[src/rtl/agd_pkg.sv]
// Package for the audio gain / TPDF dither block: widths, constants and shared types.
package agd_pkg;

   // field widths
   localparam int SampleW = 24;
   localparam int GainW   = 17;
   localparam int SeedW   = 32;

   // shared multiplier operand and product widths
   localparam int MulAW = 33;
   localparam int MulBW = 22;
   localparam int MulPW = MulAW + MulBW;

   // scaled product, Q1.23 with headroom for gain up to 4.0 and dither
   localparam int ScaledW = 27;

   // configuration register indexes
   localparam logic CSR_GAIN   = 1'b0;
   localparam logic CSR_OUT_EN = 1'b1;

   // register reset values and limits
   localparam logic [GainW-1:0] GAIN_RESET = 17'd16384;
   localparam logic [GainW-1:0] GAIN_MAX   = 17'd65536;

   // linear congruential generator
   localparam logic [SeedW-1:0] LCG_MUL    = 32'd1664525;
   localparam logic [SeedW-1:0] LCG_ADD    = 32'd1013904223;
   localparam logic [SeedW-1:0] SEED_RESET = 32'h0123_4567;

   // rounding bias for the Q2.14 gain shift, dither offset and output limits
   localparam logic signed [MulPW-1:0]   ROUND_BIAS = 55'sd8192;
   localparam logic signed [ScaledW-1:0] DITHER_OFS = 27'sd256;
   localparam logic signed [ScaledW-1:0] Q23_MAX    = 27'sd8388607;
   localparam logic signed [ScaledW-1:0] Q23_MIN    = -27'sd8388608;

   // request to the shared multiplier
   typedef struct packed {
      logic                    en;
      logic signed [MulAW-1:0] a;
      logic signed [MulBW-1:0] b;
   } agd_mul_req_type;

endpackage

[src/rtl/agd_if.sv]
// Stream interfaces for the sample request and response channels.
interface agd_req_if;
   logic                       valid;
   logic                       ready;
   logic signed [23:0]         sample_in;

   modport source (output valid, output sample_in, input ready);
   modport sink   (input valid, input sample_in, output ready);
endinterface

interface agd_rsp_if;
   logic                       valid;
   logic                       ready;
   logic signed [23:0]         sample_out;

   modport source (output valid, output sample_out, input ready);
   modport sink   (input valid, input sample_out, output ready);
endinterface

[src/rtl/agd_mul.sv]
// Shared signed multiplier with a registered product.
module agd_mul (
   input  logic                                clock,
   input  agd_pkg::agd_mul_req_type            mul_req,
   output logic signed [agd_pkg::MulPW-1:0]    prod_ff
);
   import agd_pkg::*;

   logic signed [MulPW-1:0] prod_in;

   // full signed product of the two operands
   assign prod_in = MulPW'(mul_req.a) * MulPW'(mul_req.b);

   // product holds until the next enabled operation
   always_ff @(posedge clock) begin
      if (mul_req.en) begin
         prod_ff <= prod_in;
      end
   end

endmodule

[src/rtl/agd_core.sv]
// Sequencer and datapath: gain scaling, dither generator, saturation and output register.
module agd_core (
   input  logic                              clock,
   input  logic                              reset,
   input  logic [agd_pkg::GainW-1:0]         gain,
   input  logic                              out_en,
   agd_req_if.sink                           req,
   agd_rsp_if.source                         rsp,
   output agd_pkg::agd_mul_req_type          mul_req,
   input  logic signed [agd_pkg::MulPW-1:0]  prod
);
   import agd_pkg::*;

   localparam logic [1:0] S_IDLE = 2'd0;
   localparam logic [1:0] S_LCG1 = 2'd1;
   localparam logic [1:0] S_LCG2 = 2'd2;
   localparam logic [1:0] S_FIN  = 2'd3;

   logic [1:0]                state_ff, state_in;
   logic [SeedW-1:0]          seed_ff, seed_in;
   logic                      mute_ff, mute_in;
   logic signed [ScaledW-1:0] scaled_ff, scaled_in;
   logic [22:0]               u1_ff, u1_in;
   logic                      rsp_valid_ff, rsp_valid_in;
   logic signed [SampleW-1:0] rsp_data_ff, rsp_data_in;

   logic                      accept;
   logic                      out_free;
   logic [GainW-1:0]          gain_sat;
   logic [SeedW-1:0]          seed_step;
   logic signed [MulPW-1:0]   prod_rnd;
   logic [23:0]               u_sum;
   logic signed [ScaledW-1:0] mix;
   logic signed [SampleW-1:0] mix_sat;

   assign req.ready      = (state_ff == S_IDLE);
   assign accept         = req.valid && req.ready;
   assign out_free       = !rsp_valid_ff || rsp.ready;
   assign rsp.valid      = rsp_valid_ff;
   assign rsp.sample_out = rsp_data_ff;

   // gain is limited to 4.0
   assign gain_sat = (gain > GAIN_MAX) ? GAIN_MAX : gain;

   // one generator step from the multiplier's low word
   assign seed_step = prod[SeedW-1:0] + LCG_ADD;

   // round half up from Q3.37 to Q1.23
   assign prod_rnd = prod + ROUND_BIAS;

   // triangular dither added to the scaled sample, then clipped
   assign u_sum = {1'b0, u1_ff} + {1'b0, seed_step[31:9]};
   assign mix   = scaled_ff + ScaledW'(u_sum[23:15]) - DITHER_OFS;

   always_comb begin
      if (mix > Q23_MAX) begin
         mix_sat = SampleW'(Q23_MAX);
      end else if (mix < Q23_MIN) begin
         mix_sat = SampleW'(Q23_MIN);
      end else begin
         mix_sat = mix[SampleW-1:0];
      end
   end

   // operand selection for the shared multiplier
   always_comb begin
      mul_req.en = 1'b0;
      mul_req.a  = '0;
      mul_req.b  = '0;
      unique case (state_ff)
         S_IDLE: begin
            mul_req.en = accept && out_en;
            mul_req.a  = MulAW'(req.sample_in);
            mul_req.b  = MulBW'(gain_sat);
         end
         S_LCG1: begin
            mul_req.en = 1'b1;
            mul_req.a  = MulAW'(seed_ff);
            mul_req.b  = MulBW'(LCG_MUL);
         end
         S_LCG2: begin
            mul_req.en = 1'b1;
            mul_req.a  = MulAW'(seed_step);
            mul_req.b  = MulBW'(LCG_MUL);
         end
         S_FIN: begin
            mul_req.en = 1'b0;
         end
         default: begin
            mul_req.en = 1'b0;
         end
      endcase
   end

   // sequencer
   always_comb begin
      state_in     = state_ff;
      seed_in      = seed_ff;
      mute_in      = mute_ff;
      scaled_in    = scaled_ff;
      u1_in        = u1_ff;
      rsp_valid_in = rsp_valid_ff && !rsp.ready;
      rsp_data_in  = rsp_data_ff;
      unique case (state_ff)
         S_IDLE: begin
            if (accept) begin
               mute_in  = !out_en;
               state_in = out_en ? S_LCG1 : S_FIN;
            end
         end
         S_LCG1: begin
            scaled_in = prod_rnd[ScaledW+13:14];
            state_in  = S_LCG2;
         end
         S_LCG2: begin
            seed_in  = seed_step;
            u1_in    = seed_step[31:9];
            state_in = S_FIN;
         end
         S_FIN: begin
            if (out_free) begin
               rsp_valid_in = 1'b1;
               if (mute_ff) begin
                  rsp_data_in = '0;
               end else begin
                  rsp_data_in = mix_sat;
                  seed_in     = seed_step;
               end
               state_in = S_IDLE;
            end
         end
         default: begin
            state_in = S_IDLE;
         end
      endcase
   end

   // control state
   always_ff @(posedge clock) begin
      if (reset) begin
         state_ff     <= S_IDLE;
         seed_ff      <= SEED_RESET;
         mute_ff      <= 1'b0;
         rsp_valid_ff <= 1'b0;
      end else begin
         state_ff     <= state_in;
         seed_ff      <= seed_in;
         mute_ff      <= mute_in;
         rsp_valid_ff <= rsp_valid_in;
      end
   end

   // datapath registers
   always_ff @(posedge clock) begin
      scaled_ff   <= scaled_in;
      u1_ff       <= u1_in;
      rsp_data_ff <= rsp_data_in;
   end

endmodule

[src/rtl/audio_gain_tpdf_dither_top.sv]
// Top level of the audio gain stage with TPDF dither and clipping.
//
// Usage: one signed Q1.23 sample is taken on the req channel per beat and one
// signed Q1.23 sample leaves on the rsp channel per beat, in order. The sample
// is scaled by the gain register (unsigned Q2.14, clamped at 4.0), rounded,
// summed with triangular dither from a 32-bit LCG and clipped to full scale.
// Registers are to be written through csr_we / csr_index / csr_wdata only
// while idle, which the block does not enforce: index 0 is gain, index 1 is
// output enable. With output disabled each beat returns zero and the dither
// generator holds. An item passes through accept, two generator steps and
// finish; one 33x22 multiplier is shared by the gain product and both
// generator steps, so a new item is accepted only once the last has finished.
// The result register loads in the finish state. A muted item skips the
// generator steps. If rsp stalls, the finished item waits in the sequencer
// and req stays low-ready until the output register frees up.
// Reset (synchronous, active high) sets gain to unity, disables output,
// reloads the dither seed and empties the output register.
module audio_gain_tpdf_dither_top (
   input  logic                            clock,
   input  logic                            reset,
   input  logic                            csr_we,
   input  logic                            csr_index,
   input  logic [agd_pkg::GainW-1:0]       csr_wdata,
   agd_req_if.sink                         req,
   agd_rsp_if.source                       rsp
);
   import agd_pkg::*;

   logic [GainW-1:0]        gain_ff;
   logic                    out_en_ff;
   agd_mul_req_type         mul_req;
   logic signed [MulPW-1:0] prod;

   // configuration registers
   always_ff @(posedge clock) begin
      if (reset) begin
         gain_ff   <= GAIN_RESET;
         out_en_ff <= 1'b0;
      end else if (csr_we) begin
         unique case (csr_index)
            CSR_GAIN:   gain_ff   <= csr_wdata;
            CSR_OUT_EN: out_en_ff <= csr_wdata[0];
            default:    gain_ff   <= gain_ff;
         endcase
      end
   end

   agd_core u_core (
      .clock   (clock),
      .reset   (reset),
      .gain    (gain_ff),
      .out_en  (out_en_ff),
      .req     (req),
      .rsp     (rsp),
      .mul_req (mul_req),
      .prod    (prod)
   );

   agd_mul u_mul (
      .clock   (clock),
      .mul_req (mul_req),
      .prod_ff (prod)
   );

endmodule

[src/flat_wrapper.sv]
// flat-port wrapper written by rule: the top's interface ports become plain ports
module audio_gain_tpdf_dither_top_flat import agd_pkg::*;
  (clock, reset, csr_we, csr_index, csr_wdata, req_valid, req_sample_in, req_ready, rsp_valid, rsp_sample_out, rsp_ready);
  agd_req_if req_i ();
  agd_rsp_if rsp_i ();
  input  logic clock;
  input  logic reset;
  input  logic csr_we;
  input  logic csr_index;
  input  logic [agd_pkg::GainW-1:0] csr_wdata;
  input wire logic [$bits(req_i.valid)-1:0] req_valid;
  input wire logic [$bits(req_i.sample_in)-1:0] req_sample_in;
  output wire logic [$bits(req_i.ready)-1:0] req_ready;
  output wire logic [$bits(rsp_i.valid)-1:0] rsp_valid;
  output wire logic [$bits(rsp_i.sample_out)-1:0] rsp_sample_out;
  input wire logic [$bits(rsp_i.ready)-1:0] rsp_ready;
  assign req_i.valid = req_valid;
  assign req_i.sample_in = req_sample_in;
  assign req_ready = req_i.ready;
  assign rsp_valid = rsp_i.valid;
  assign rsp_sample_out = rsp_i.sample_out;
  assign rsp_i.ready = rsp_ready;
  audio_gain_tpdf_dither_top u_core (.clock(clock), .reset(reset), .csr_we(csr_we), .csr_index(csr_index), .csr_wdata(csr_wdata), .req(req_i), .rsp(rsp_i));
endmodule
[config.mk]
export PLATFORM = sky130hd
export DESIGN_NAME = audio_gain_tpdf_dither_top_flat
export DESIGN_NICKNAME = d
export VERILOG_FILES = /design/src/rtl/agd_pkg.sv /design/src/rtl/agd_if.sv /design/src/rtl/agd_mul.sv /design/src/rtl/agd_core.sv /design/src/rtl/audio_gain_tpdf_dither_top.sv /design/src/flat_wrapper.sv
export SDC_FILE = /design/constraint.sdc
export NUM_CORES = 2
export LEC_CHECK = 0
export BUFFER_PORTS_ARGS = -buffer_cell sky130_fd_sc_hd__buf_2
export CORE_ASPECT_RATIO = 1.25
export CORE_MARGIN = 4
export CORE_UTILIZATION = 35
export CTS_BUF_LIST = sky130_fd_sc_hd__clkbuf_2 sky130_fd_sc_hd__clkbuf_4 sky130_fd_sc_hd__clkbuf_8
export DETAILED_ROUTE_END_ITERATION = 10
export MAX_ROUTING_LAYER = met4
export PLACE_DENSITY_LB_ADDON = 0.12
export SLEW_MARGIN = 30
export SYNTH_ARGS = -nofsm -noshare
export SYNTH_HDL_FRONTEND = slang
export SYNTH_HIERARCHICAL = 1
export SYNTH_SLANG_ARGS = --single-unit
[constraint.sdc]
create_clock -name clock -period 11.6 [get_ports clock]
set_clock_uncertainty 0.15 [all_clocks]
set_input_delay 1.16 -clock clock [delete_from_list [all_inputs] [get_ports clock]]
set_output_delay 1.16 -clock clock [all_outputs]
set_load 0.005 [all_outputs]
### Yosys cells after proc, flatten, opt, wreduce, memory -nomap -nowiden

Index checks and enable logic that the tools add are counted.

| word-level totals | value |
|---|---|
| word-level logic and storage cells | 58 |
| memories kept | 0 |
| output and inout bits | 26 |
| RAM bits | 0 |
| register bits after elaboration | 169 |
| bits in latches | 0 |
| memory bits (read-only) | 0 |
| input bits | 47 |

| cells by class | value |
|---|---|
| shift operators | 0 |
| reductions and logical operators | 17 |
| equality and inequality tests | 6 |
| divide/modulo/power cells | 0 |
| bitwise logic cells | 1 |
| add/sub/neg operators | 5 |
| magnitude comparators | 3 |
| mux-type cells | 14 |
| multiply operators | 1 |

Operators by type and width:

| cell | count |
|---|---|
| $pmux 55 s3 | 1 |
| $mux 32 | 2 |
| $pmux 32 s2 | 1 |
| $add 41x15->41 const B | 1 |
| $mul 33x22->41 | 1 |
| $add 32x30->32 const B | 1 |
| $add 27x9->27 | 1 |
| $gt 27x24->1 const B | 1 |
| $lt 27x24->1 const B | 1 |
| $sub 27x9->27 const B | 1 |
| $add 23x23->24 | 1 |
| $mux 24 | 1 |
| $mux 23 | 1 |
| $gt 17x17->1 const B | 1 |
| $mux 17 | 1 |
| $reduce_and 2->1 | 5 |
| $pmux 2 s4 | 1 |
| $mux 2 | 3 |
| $eq 2x2->1 const B | 2 |
| $ne 2x2->1 const B | 2 |
| $reduce_or 2->1 | 2 |
| $logic_and 1x1->1 | 3 |
| $logic_not 1->1 | 3 |
| $pmux 1 s3 | 1 |
| other kinds (8) | 9 |

### Logic depth before layout (Yosys ltp)

| depth | value |
|---|---|
| depth after elaboration | 7 |
| depth in mapped cells | 35 |
| mapped depth without buffers | 33 |

### Modules after synthesis

Netlist, hierarchy kept.

By module, submodules not included:

| module | times used | cells an instance | area an instance (um^2) | seq. area each (um^2) |
|---|---|---|---|---|
| agd_mul | 1 | 2897 | 27203.6 | 1651.6 |
| agd_core | 1 | 900 | 8254.2 | 2942.8 |
| audio_gain_tpdf_dither_top | 1 | 80 | 800.8 | 360.3 |

### Worst setup path after synthesis

No wires, ideal clock.

| timing path | value |
|---|---|
| kind | flip-flop to flip-flop |
| from | register u_core/u_mul/prod_ff[13] (netlist name) |
| to | register u_core/u_mul/prod_ff[47] (netlist name) |
| path buffers | 3 |
| arrival time | 8309 ps |
| period minus slack after synthesis | 8734 ps |
| setup slack | 2866 ps |
| stages on the path, launching flop included | 33 |
| library setup time | 275 ps |
| required time | 11175 ps |
| path through | edfxtp_1 -> clkbuf_1 -> inv_1 -> ha_1 -> inv_1 -> or4_1 -> o221a_2 -> o21ai_1 -> a21boi_1 -> xor2_1 -> o22ai_1 -> clkbuf_1 -> nand2_1 -> fa_1 -> fa_1 -> fa_1 -> inv_1 -> fa_1 -> fa_1 -> fa_1 -> inv_1 -> fa_1 -> inv_1 -> ha_1 -> buf_2 -> a21oi_1 -> o21ai_1 -> a221o_1 -> a31o_1 -> o31ai_2 -> a21oi_1 -> a2111oi_2 -> a2111oi_2 |

RTL lines:

| what | RTL line | RTL |
|---|---|---|
| start, declared | agd_mul.sv:5 | `output logic signed [agd_pkg::MulPW-1:0] prod_ff` |
| start signal, assigned | agd_mul.sv:17 | `prod_ff <= prod_in;` |

==> reports/qor.txt <==
Vias in the first global route - 24454
Core footprint - 85880 µm²
Critical-path top delay cell - fa_1
Pin count of the biggest net entering global routing - 77
Number of buffers added by the clock tree synthesis step - 17
Total congestion overflow after global routing - 0
Critical path class - reg2reg
HPWL Detailed - 71800 µm
Yosys warning total - 6
Final Hold Viols - 0
# fillers - 8815
Arrival time at the worst endpoint - 9.65 ns
Minimum period implied by the final worst setup slack - 9.558 ns
Cells resized by post-CTS repair - 0
Worst Hold Launch - u_core/u_core/seed_ff[7]$_SDFFE_PP0P_
Htree depth - 4
Global-route wire length before repair - 141800 µm
Y dimension of the die - 337.2 µm
Initial detailed-routing violation count - 1199
Share of the cycle needed by the critical path after routing - 82.40%
Crit start category - register
Unrepaired setup endpoints after global routing - no
Die footprint - 91520 µm²
Placer congestion estimate - 0.8614
Final ANT Viol Nets - 0
Highest net fanout along the worst path - 22
Clock Sinks - 169
Synthesis-to-finish area growth - 6.328%
Count of buffers added by post-CTS timing repair for setup - 0
Upper clock frequency limit - 0.1046 GHz
Setup_tns - 0 ns
Final layout net count - 4040
Row count - 120
Detailed-route DRC error count - 0
Post-Synthesis Cells - 3286
Initial Utilization - 35.34%
Number of buffers inserted for hold repair after clock tree synthesis - 0
Total vias in the final route - 22090
Area occupied by multi-input gates - 22670 µm²
Worst r2r src - u_core/u_mul/prod_ff[0]$_DFFE_PP_
Critical path launch point - u_core/u_mul/prod_ff[0]$_DFFE_PP_
Cell count after placement - 4373
Worst Setup End Kind - register
Global-route total usage across every layer - 20.61%
Worst rel slew slack - 35.49%
Number of optimization iterations in the first detailed-route pass - 5
Count of buffers from port buffering - 72
Proportion of layout cells with a drive suffix above 1 - 6.870%
Clock tree from TritonCTS - done
Hold crit path type - reg2reg
Run status - completed
Data required time at the worst endpoint - 11.69 ns
Root Driver - clkbuf_8
Cell repeated most along the worst path - fa_1
Drt total wl - 90040 µm
Sequential standard cell area - 4534 µm²
Transition time of the tightest slew-check pin - 0.9677 ns
Post-CTS clock slew at the launch and capture registers of the worst setup and hold paths - 0.10 ns
Pins Over Slew Limit - 0
Max incr delay on CP - 0.57 ns
Initial antenna violation count - 2
Final standard cell count with taps included and fillers excluded - 4406
Maximum buffer depth of the clock tree - 2
Count of endpoints failing setup in the final report - 0
Mean post-synth cell area - 9.236 µm²
Later-pin clock latency in the skew report - 0.50 ns
Horizontal extent of the die - 271.4 µm
Number of placed I/O pins - 73
Number of violations of the max-capacitance limit - 0
Syn Std Cell Area - 30350 µm²
Post-detailed-route via-to-cell ratio - 5.014
Drt wl/cell - 20.44 µm
==> metrics by stage <==
| step | utilization (%) | hold WS, ns | area, µm² | setup WS [ns] |
|---|---|---|---|---|
| 2_1_floorplan | - | 0.2815 | 30360 | 2.963 |
| 3_3_place_gp | 37.03 | 0.2913 | 31800 | 2.108 |
| 3_5_place_dp | 37.07 | 0.2991 | 31840 | 2.045 |
| 4_1_cts | 37.57 | 0.3132 | 32260 | 2.011 |
| 5_1_grt | 37.57 | 0.3370 | 32270 | 1.310 |
| 6_report | 37.57 | 0.3147 | 32270 | 2.042 |
==> final timing paths <==
path	endpoint	slack, ns	depth (start not counted)
worst min register to register	u_core/u_core/seed_ff[7]$_SDFFE_PP0P_	0.31	2
worst min-delay path	u_core/u_core/seed_ff[7]$_SDFFE_PP0P_	0.31	2
worst max-delay path	u_core/u_mul/prod_ff[40]$_DFFE_PP_	2.04	31
worst max register to register	u_core/u_mul/prod_ff[40]$_DFFE_PP_	2.04	31
==> sequential cells by signal, indices dropped and copies added (netlist names) <==
name and count:
u_core/u_mul/prod_ff 41, u_core/u_core/rsp.sample_out 24, u_core/out_en_ff 1, u_core/u_core/u1_ff 23
u_core/gain_ff 17, u_core/u_core/seed_ff 32, u_core/u_core/mute_ff 1, u_core/u_core/rsp.valid 1
u_core/u_core/state_ff 2, u_core/u_core/scaled_ff 27
==> final cells by class <==
class                           instances  area share (%)
Clock inverter                         14          0.5777
Antenna cell                            1        0.007755
Clock buffer                           18          0.7483
Sequential cell                       169           14.05
Tap cell                             1159           4.494
Multi-Input combinational cell       2276           70.26
Inverter                              643           7.479
Timing Repair Buffer                  126           2.385
==> per-layer routing <==
layer | track usage (%) | up-vias | wire length, µm
met5 | - | - | 0
met4 | 8.677 | 0 | 4327
met3 | 1.824 | 156 | 2492
met2 | 37.45 | 442 | 47690
met1 | 23.38 | 11445 | 35530
li1 | - | 10047 | -
==> cell usage in the layout, fill, tap and decap left out, drive strengths merged, types with 11 or more instances in the layout <==
cell type and count:
buf 126, inv 648, nor3 34, o21bai 17, o21ai 69, a21o 37
clkbuf 18, nand2b 28, o211ai 14, nand4 21, nand2 427, fa 564
o21a 14, o31ai 26, a211oi 19, nor2 125, nand3 26, a21oi 93
and2 284, nand4bb 11, dfxtp 54, edfxtp 115, xnor2 76, a222oi 21
xor2 35, ha 196
==> critical path, delay by kind of cell (launching register included) <==
kind                       cells  cell delay, ns
xor gates and xnor gates       2            0.48
and+or+nand+nor                5            1.19
adders and majority gates      9            4.09
AOI/OAI and AO/OA             10            2.36
DFF                            1            0.45
buffers and inverters          5            0.56
Power is not shown: default switching activity piles up to over one toggle a cycle in this logic, so the estimate is an artifact.
